$ cat config.mk
export PLATFORM = sky130hd
export DESIGN_NAME = rgbhsi_cordic_stage
export DESIGN_NICKNAME = d
export VERILOG_FILES = /design/src/rgbhsi_pkg.sv /design/src/rgbhsi_cordic_stage.sv
export SDC_FILE = /design/constraint.sdc
export NUM_CORES = 1
export LEC_CHECK = 0
export ABC_AREA = 0
export BUFFER_PORTS_ARGS = -buffer_cell sky130_fd_sc_hd__buf_2
export CAP_MARGIN = 10
export CORE_ASPECT_RATIO = 0.75
export CORE_MARGIN = 5
export CORE_UTILIZATION = 28
export CTS_BUF_LIST = sky130_fd_sc_hd__clkbuf_16
export CTS_CLUSTER_SIZE = 8
export DETAILED_ROUTE_END_ITERATION = 10
export PLACE_DENSITY = 0.5
export SYNTH_ARGS = -nofsm -noshare
export SYNTH_HDL_FRONTEND = slang
export SYNTH_SLANG_ARGS = --single-unit
$ cat constraint.sdc
create_clock -name clk -period 6.05 [get_ports clk]
set_input_delay 0.605 -clock clk [delete_from_list [all_inputs] [get_ports clk]]
set_output_delay 0.605 -clock clk [all_outputs]
set_load 0.05 [all_outputs]
$ cat src/rgbhsi_pkg.sv
package rgbhsi_pkg;

  localparam int unsigned CORDIC_STEPS = 24;
  localparam int unsigned XY_W = 36;
  localparam logic [31:0] HALF_TURN = 32'h8000_0000;
  localparam logic [16:0] SQRT3_Q16 = 17'd113512;
  localparam int unsigned SUM_W = 10;
  localparam int unsigned QUO_W = 8;

  typedef struct packed {
    logic [7:0] red;
    logic [7:0] green;
    logic [7:0] blue;
  } pixel_in_t;

  typedef struct packed {
    logic [7:0] hue_code;
    logic [7:0] saturation_code;
    logic [7:0] intensity_code;
  } pixel_out_t;

  function automatic logic [31:0] atan_turn(input logic [4:0] i);
    logic [31:0] r;
    case (i)
      5'd0: r = 32'h20000000;
      5'd1: r = 32'h12E4051E;
      5'd2: r = 32'h09FB385B;
      5'd3: r = 32'h051111D4;
      5'd4: r = 32'h028B0D43;
      5'd5: r = 32'h0145D7E1;
      5'd6: r = 32'h00A2F61E;
      5'd7: r = 32'h00517C55;
      5'd8: r = 32'h0028BE53;
      5'd9: r = 32'h00145F2F;
      5'd10: r = 32'h000A2F98;
      5'd11: r = 32'h000517CC;
      5'd12: r = 32'h00028BE6;
      5'd13: r = 32'h000145F3;
      5'd14: r = 32'h0000A2F9;
      5'd15: r = 32'h0000517C;
      5'd16: r = 32'h000028BE;
      5'd17: r = 32'h0000145F;
      5'd18: r = 32'h00000A2F;
      5'd19: r = 32'h00000517;
      5'd20: r = 32'h0000028B;
      5'd21: r = 32'h00000145;
      5'd22: r = 32'h000000A2;
      5'd23: r = 32'h00000051;
      default: r = 32'h0;
    endcase
    return r;
  endfunction

  function automatic logic signed [XY_W-1:0] shr_tz(input logic signed [XY_W-1:0] v,
                                                   input logic [4:0] s);
    logic [XY_W-1:0] m;
    m = v[XY_W-1] ? (~v + 1'b1) : v;
    m = m >> s;
    return v[XY_W-1] ? $signed(~m + 1'b1) : $signed(m);
  endfunction

endpackage

$ cat src/rgbhsi_cordic_stage.sv
module rgbhsi_cordic_stage
  import rgbhsi_pkg::*;
#(
  parameter int unsigned STEP = 0
) (
  input  logic                   clk,
  input  logic signed [XY_W-1:0] x_in,
  input  logic signed [XY_W-1:0] y_in,
  input  logic [31:0]            z_in,
  output logic signed [XY_W-1:0] x_out,
  output logic signed [XY_W-1:0] y_out,
  output logic [31:0]            z_out
);

  logic signed [XY_W-1:0] dx;
  logic signed [XY_W-1:0] dy;

  assign dx = shr_tz(y_in, 5'(STEP));
  assign dy = shr_tz(x_in, 5'(STEP));

  always_ff @(posedge clk) begin
    if (!y_in[XY_W-1]) begin
      x_out <= x_in + dx;
      y_out <= y_in - dy;
      z_out <= z_in + atan_turn(5'(STEP));
    end else begin
      x_out <= x_in - dx;
      y_out <= y_in + dy;
      z_out <= z_in - atan_turn(5'(STEP));
    end
  end

endmodule

==> results of run 1 <==
## cell usage after synthesis (18+ instances only)
| cell type | n |
|---|---|
| a21oi_1 | 90 |
| xor2_1 | 76 |
| and3_1 | 18 |
| a211oi_1 | 18 |
| xnor2_1 | 143 |
| nor2_1 | 124 |
| o31ai_1 | 23 |
| ha_1 | 74 |
| nor3_1 | 55 |
| or3_1 | 24 |
| a21o_1 | 35 |
| dfxtp_1 | 103 |
| clkbuf_1 | 65 |
| nand4_1 | 24 |
| a31oi_1 | 18 |
| o21ai_0 | 69 |
| nand2b_1 | 18 |
| inv_1 | 38 |
| nand3_1 | 52 |
| nand2_1 | 100 |
| nor4_1 | 24 |
## layout by cell type (no fill, tap or decap), types with 18 or more instances in the layout
| cell | synthesis | layout |
|---|---|---|
| nand4_1 | 24 | 24 |
| xnor2_1 | 143 | 139 |
| o31ai_1 | 23 | 18 |
| inv_1 | 38 | 38 |
| nor2_1 | 124 | 124 |
| a21oi_1 | 90 | 84 |
| and3_1 | 18 | 18 |
| nand2b_1 | 18 | 18 |
| buf_4 | 1 | 421 |
| nand2_1 | 100 | 100 |
| nand3_1 | 52 | 52 |
| dfxtp_1 | 103 | 103 |
| a21o_1 | 35 | 35 |
| or3_1 | 24 | 23 |
| xor2_1 | 76 | 75 |
| nor4_1 | 24 | 20 |
| buf_2 | 1 | 208 |
| nor3_1 | 55 | 52 |
| ha_1 | 74 | 73 |
| o21ai_0 | 69 | 61 |
## metal layers
metal / vias up / global-route usage [%]
li1: 6650 / -
met1: 6084 / 29.6
met2: 398 / 26.5
met3: 51 / 4.20
met4: 18 / 3.65
met5: - / 0
## sequential cells by signal (all words and copies together), names as in the netlist
register / count
y_out: 36
x_out: 35
z_out: 32
## cell families (layout without fill, tap and decap cells)
group                    count (synthesis)  after routing
AND/OR/NAND/NOR                        553            553
AO/OA/AOI/OAI                          402            402
XOR/XNOR                               220            220
buffers and inverters                  112            683
flip-flops                             103            103
adder cells (fa/ha/maj)                 77             77
multiplexers                             7              7
other                                    0              2
## power by group
group / total (mW) / internal [mW] / leakage, nW / switching (mW)
Sequential: 0.908 / 0.865 / 0.869 / 0.0427
Clock: 0.629 / 0.297 / 0.150 / 0.332
Combinational: 2.32 / 0.832 / 6.28 / 1.49
Total: 3.86 / 1.99 / 7.30 / 1.86
## worst max path at each step
stage,start,slack (ns),to,cells after the start
final,x_in[6],0.22,y_out[33],26
after global routing,x_in[6],-0.05,y_out[33],26
after CTS,y_in[0],0.009,x_out[35],26
after detailed placement,x_in[0],-0.49,y_out[35],29
after global placement,x_in[0],-0.49,y_out[35],29
after floorplan,x_in[0],-0.004,y_out[34],27
## area by class of cell
cell class,instances,area [µm²]
clock buffers,9,225
multi-input cells,1259,9230
inverters,38,143
repair buffers,629,4200
diodes,2,5.00
fillers,4136,23100
clock inverters,7,81.3
well taps,520,651
flip-flops and latches,103,2060
## what timing repair did
item                                    CTS  global route
pin swaps                                 0            23
buffers inserted                          0            10
endpoints found under the setup margin    1             9
resized for setup                         1            74
## metrics by stage
stage / setup slack [ns] / instances / utilization, %
after floorplan: -0.00441 / 1474 / -
after global placement: -0.492 / 2539 / 39.9
after detailed placement: -0.491 / 2539 / 39.9
after CTS: 0.00915 / 2555 / 40.7
after global routing: -0.0483 / 2565 / 41.8
final: 0.218 / 2567 / 41.8
==> impl_metrics.csv, run 1 <==
group,metric,value,unit
status,status,"finished, final reports clean",
floorplanning,io_pins,209,
routing,via_count,13200,
global_routing,grt_pass1_vias,12300,
worst_setup_path,critical_path.startpoint_type,"input port",
job,maxCapViolCount,0,
logic_synthesis,yosys-top-cells-area,"dfxtp_1, xnor2_1, ha_1",
logic_synthesis,synth_adder_area_share,8.72,%
clock_tree,htreeDepth,3,
routing,highest_layer,"met5",
placed_design,postPlaceCellArea,15900,µm²
worst_setup_path,max_stage_delay,0.57,ns
floorplanning,die-width,242,µm
global_routing,grt_max_degree,48,
clock_tree,cts_tree,"done",
floorplanning,initial_core_util,28.5,%
sta,fin_tns_setup,0,ns
worst_setup_path,cp.required,6.38,ns
placed_design,gp_congestion,0.885,
routing,drtPass1Iterations,7,
sta,fmax,0.171,GHz
logic_synthesis,ys_seq_area_share,18.2,%
worst_setup_path,crit_slowest_cell,"or4_4",
sta,min_period,5.83,ns
global_routing,antenna_found_initial,9,
clock_tree,clock_sink_count,103,
logic_synthesis,synth_cell_types,85,
sta,hold_viol,0,
logic_synthesis,muxShareOfSynthArea,0.653,%
logic_synthesis,synth_top_cell_area_share,18.2,%
global_routing,grt_pass1_wl,68500,µm
logic_synthesis,synth_seq_cells,103,
placed_design,post-dp-hpwl,36400,µm
logic_synthesis,syn_area_per_cell,7.67,µm²
logic_synthesis,syn_nets,1656,
hold_path,min_from,"z_in[10]",
sta,worst_pin_slew,0.662,ns
logic_synthesis,ys.flop_type,"dfxtp_1",
routing,wl_per_cell,17.1,µm
routing,dr_wl_met2,17100,µm
global_routing,grtUsageTotal,19.0,%
logic_synthesis,synth_edf_count,0,
worst_setup_path,critPathTopFamily,"simple AND/OR/NAND/NOR gates",
global_routing,overflow,0,
floorplanning,fp.coreArea,39700,µm²
routing,wl_met3,2910,µm
clock_tree,cts_hold_buf,0,
cells_and_area,area_growth,46.8,%
floorplanning,die_h,184,µm
logic_synthesis,synth_top_cell_by_area,"dfxtp_1",
hold_path,whs_endpoint,"z_out[10]",
worst_setup_path,cp.buffers_inverters,4,
logic_synthesis,synth_top_family_by_area,"simple AND/OR/NAND/NOR gates",
cells_and_area,layout.nets,2222,
sta,period_share,96.4,%
hold_path,hold_depth,1,
sta,maxSlewViolCount,0,
worst_setup_path,crit_fanout,6,
routing,via_per_inst,5.14,
sta,hold_slack,0.306,ns
sta,max_slew_margin,54.7,%
worst_setup_path,crit_arrival,6.16,ns
logic_synthesis,netlist_instances,1474,
worst_setup_path,worst_setup_path_end_kind,"flip-flop",
clock_tree,path_clk_slew,0.08,ns
logic_synthesis,synthesis.area,11300,µm²
power_and_ir_drop,max-vdd-ir-drop,0.165,mV
routing,wl_met1,23300,µm
power_and_ir_drop,p_total,3.86,mW
placed_design,io_buffers,208,
sta,finalSetupViolCount,0,
hold_path,hp-class,"in2reg",
clock_tree,cts-root-buf,"clkbuf_16",
logic_synthesis,synth_compound_area_share,24.8,%
clock_tree,numCtsBuffers,9,
routing,drc,0,
worst_setup_path,path_class,"in2reg",
routing,routed_wl,43900,µm
logic_synthesis,yosys.area_share.simple,26.6,%
cells_and_area,fin_area,16600,µm²
cells_and_area,layout-drive-gt1-share,36.2,%
logic_synthesis,synthArstFlopShare,0,%
power_and_ir_drop,powerDensity,232,nW/µm²
clock_tree,cts_buffer_depth,2,
floorplanning,dieArea,44600,µm²
worst_setup_path,cp_common_cell,"buf_4",
routing,postRouteAntennaNets,0,
logic_synthesis,synth_xor_area_share,17.2,%
floorplanning,rows,63,
routing,first_iter_violations,938,
power_and_ir_drop,cellLeakagePower,7.30,nW
logic_synthesis,yosysWarnings,0,
(Power assumes the default switching activity.)
==> run 2, diff against run 1 <==
--- a/config.mk
+++ b/config.mk
@@ -12,7 +12,6 @@
 export CORE_MARGIN = 5
 export CORE_UTILIZATION = 28
 export CTS_BUF_LIST = sky130_fd_sc_hd__clkbuf_16
-export CTS_CLUSTER_SIZE = 8
 export DETAILED_ROUTE_END_ITERATION = 10
 export PLACE_DENSITY = 0.5
 export SYNTH_ARGS = -nofsm -noshare
==> constraint.sdc (replaced) <==
create_clock -name clk -period 6.05 [get_ports clk]
set_input_delay 0.9075 -clock clk [delete_from_list [all_inputs] [get_ports clk]]
set_output_delay 0.9075 -clock clk [all_outputs]
set_load 0.05 [all_outputs]
==> run 2 against run 1 <==
Clock power is 4.1% lower. Via count is 1.3% higher. Largest power group unchanged. Count of clock-buffer cells in the layout stayed put.
==> impl_metrics.csv, run 2 (same netlist as run 1, synthesis figures left out) <==
group,metric,value,unit
status,status,"finished, final reports clean",
global_routing,grt_pass1_wl,68000,µm
cells_and_area,final_common_cell,"buf_4",
clock_tree,numCtsBuffers,9,
power_and_ir_drop,powerDensity,226,nW/µm²
global_routing,grt_pass1_vias,12500,
power_and_ir_drop,p_clk_share,15.4,%
worst_setup_path,path_class,"in2reg",
clock_tree,path_clk_slew,0.07,ns
cells_and_area,regMostFlops,"y_out",
worst_setup_path,worst_setup_path_end_kind,"flip-flop",
floorplanning,fp.coreArea,39700,µm²
global_routing,grtUsageTotal,18.9,%
worst_setup_path,max_stage_delay,0.63,ns
hold_path,hp-class,"in2reg",
cells_and_area,seqCellArea,2060,µm²
cells_and_area,layout-drive-gt1-share,39.5,%
sta,max_slew_margin,58.2,%
cells_and_area,layout.nets,2261,
cells_and_area,largest_reg_flops,36,
power_and_ir_drop,p_int,2.03,mW
sta,rsz0062_at_grt,"yes",
worst_setup_path,crit_arrival,6.22,ns
cells_and_area,area_growth,52.7,%
floorplanning,dieArea,44600,µm²
power_and_ir_drop,p_comb_share,61.3,%
routing,routed_wl,44100,µm
floorplanning,initial_core_util,28.5,%
routing,first_iter_violations,944,
sta,fin_tns_setup,0,ns
floorplanning,die_h,184,µm
floorplanning,die-width,242,µm
floorplanning,rows,63,
power_and_ir_drop,cellLeakagePower,7.57,nW
cells_and_area,final_cell_mix,"buf_4, buf_2, xnor2_1, nor2_1, dfxtp_1",
sta,finalSetupViolCount,0,
routing,via_per_inst,5.13,
power_and_ir_drop,p_sw,1.88,mW
worst_setup_path,crit_fanout,6,
cells_and_area,top_regs,"y_out: 36 flops, x_out: 35 flops, z_out: 32 flops",
global_routing,grt_max_degree,46,
worst_setup_path,crit_path_cell_trace,"buf_2 > or4_4 > o31ai_4 > a221oi_2 > or4_4 > or4_4 > o21ai_4 > xnor2_2 > buf_4 > nand4_1 > buf_4 > o31ai_1 > xor2_1 > ha_1 > nand2_1 > inv_1 > a311oi_2 > o21bai_1 > buf_4 > a21o_1 > a21oi_1 > xnor2_1",
routing,via_count,13400,
global_routing,overflow,0,
worst_setup_path,crit_slowest_cell,"or4_4",
placed_design,dp_cells,2574,
power_and_ir_drop,seqPwrFrac,23.3,%
sta,worst_pin_slew,0.619,ns
clock_tree,cts_buffer_depth,2,
sta,hold_viol,0,
floorplanning,io_pins,209,
routing,postRouteAntennaNets,0,
routing,wl_per_cell,16.9,µm
clock_tree,cts_hold_buf,0,
clock_tree,cts_tree,"done",
sta,fmax,0.170,GHz
global_routing,antenna_found_initial,9,
cells_and_area,n_fill_cell,4046,
clock_tree,htreeDepth,3,
sta,maxSlewViolCount,0,
clock_tree,cts-root-buf,"clkbuf_16",
placed_design,gp_congestion,0.908,
clock_tree,clock_sink_count,103,
job,maxCapViolCount,0,
power_and_ir_drop,max-vdd-ir-drop,0.151,mV
cells_and_area,layout.cells.non_filler,2606,
power_and_ir_drop,switching_share,48.0,%
cells_and_area,multi_input_area,9630,µm²
routing,drc,0,
placed_design,post-dp-hpwl,36100,µm
worst_setup_path,critical_path.startpoint_type,"input port",
sta,min_period,5.90,ns
placed_design,io_buffers,208,
sta,period_share,97.4,%
routing,drtPass1Iterations,5,
worst_setup_path,cp.required,6.37,ns
## run 2: final timing paths
check / endpoint / start / cells after the start
max: y_out[30] / x_in[4] / 22
min: z_out[14] / z_in[14] / 1
## run 2: stage by stage
| stage | util, % | instance area (µm²) | setup slack (ns) | power [mW] | hold slack (ns) |
|---|---|---|---|---|---|
| 5_1_grt | 43.5 | 17300 | -0.0586 | 4.17 | 0.579 |
| 4_1_cts | 41.8 | 16600 | -0.0444 | 3.87 | 0.576 |
| 6_report | 43.5 | 17300 | 0.154 | 3.91 | 0.613 |
| 2_1_floorplan | - | 11600 | -0.0245 | 2.40 | 0.935 |
| 3_3_place_gp | 41.0 | 16300 | -0.593 | 3.22 | 1.01 |
| 3_5_place_dp | 41.0 | 16300 | -0.664 | 3.23 | 1.01 |
## run 2: final cells by class
class	count	area share [%]
multi-input cells	1259	55.7
repair buffers	668	26.0
flip-flops and latches	103	11.9
well taps	520	3.77
clock buffers	9	1.30
inverters	38	0.826
clock inverters	7	0.362
diodes	2	0.0290
## run 2: layer usage
metal / part of all wire [%] / vias to the layer above / global-route usage [%]
met3: 7.6 / 47 / 5.80
met1: 51 / 6169 / 27.9
met2: 40 / 414 / 26.9
met4: 1.3 / 14 / 3.83
met5: 0.21 / - / 0
li1: - / 6728 / -
## run 2: worst max-delay path, delay by kind of cell
kind,cells,cell delay [ns]
xor gates and xnor gates,3,0.59
buffers and inverters,5,0.68
AOI/OAI and AO/OA,8,1.62
adders and majority gates,1,0.32
and+or+nand+nor,5,2.07
## run 2: what timing repair did
item,in CTS,in global routing
cloned,0,0
resized for setup,9,103
setup endpoints to repair,7,14
setup buffers,0,15
pin swaps,1,58
## run 2: power groups by stage
stage / Combinational (mW) / Clock [mW] / Sequential, mW
after floorplan: 0.811 / 0 / 1.59
after global placement: 2.30 / 0 / 0.926
after detailed placement: 2.30 / 0 / 0.925
after CTS: 2.32 / 0.642 / 0.913
after global routing: 2.57 / 0.671 / 0.931
final: 2.39 / 0.603 / 0.910
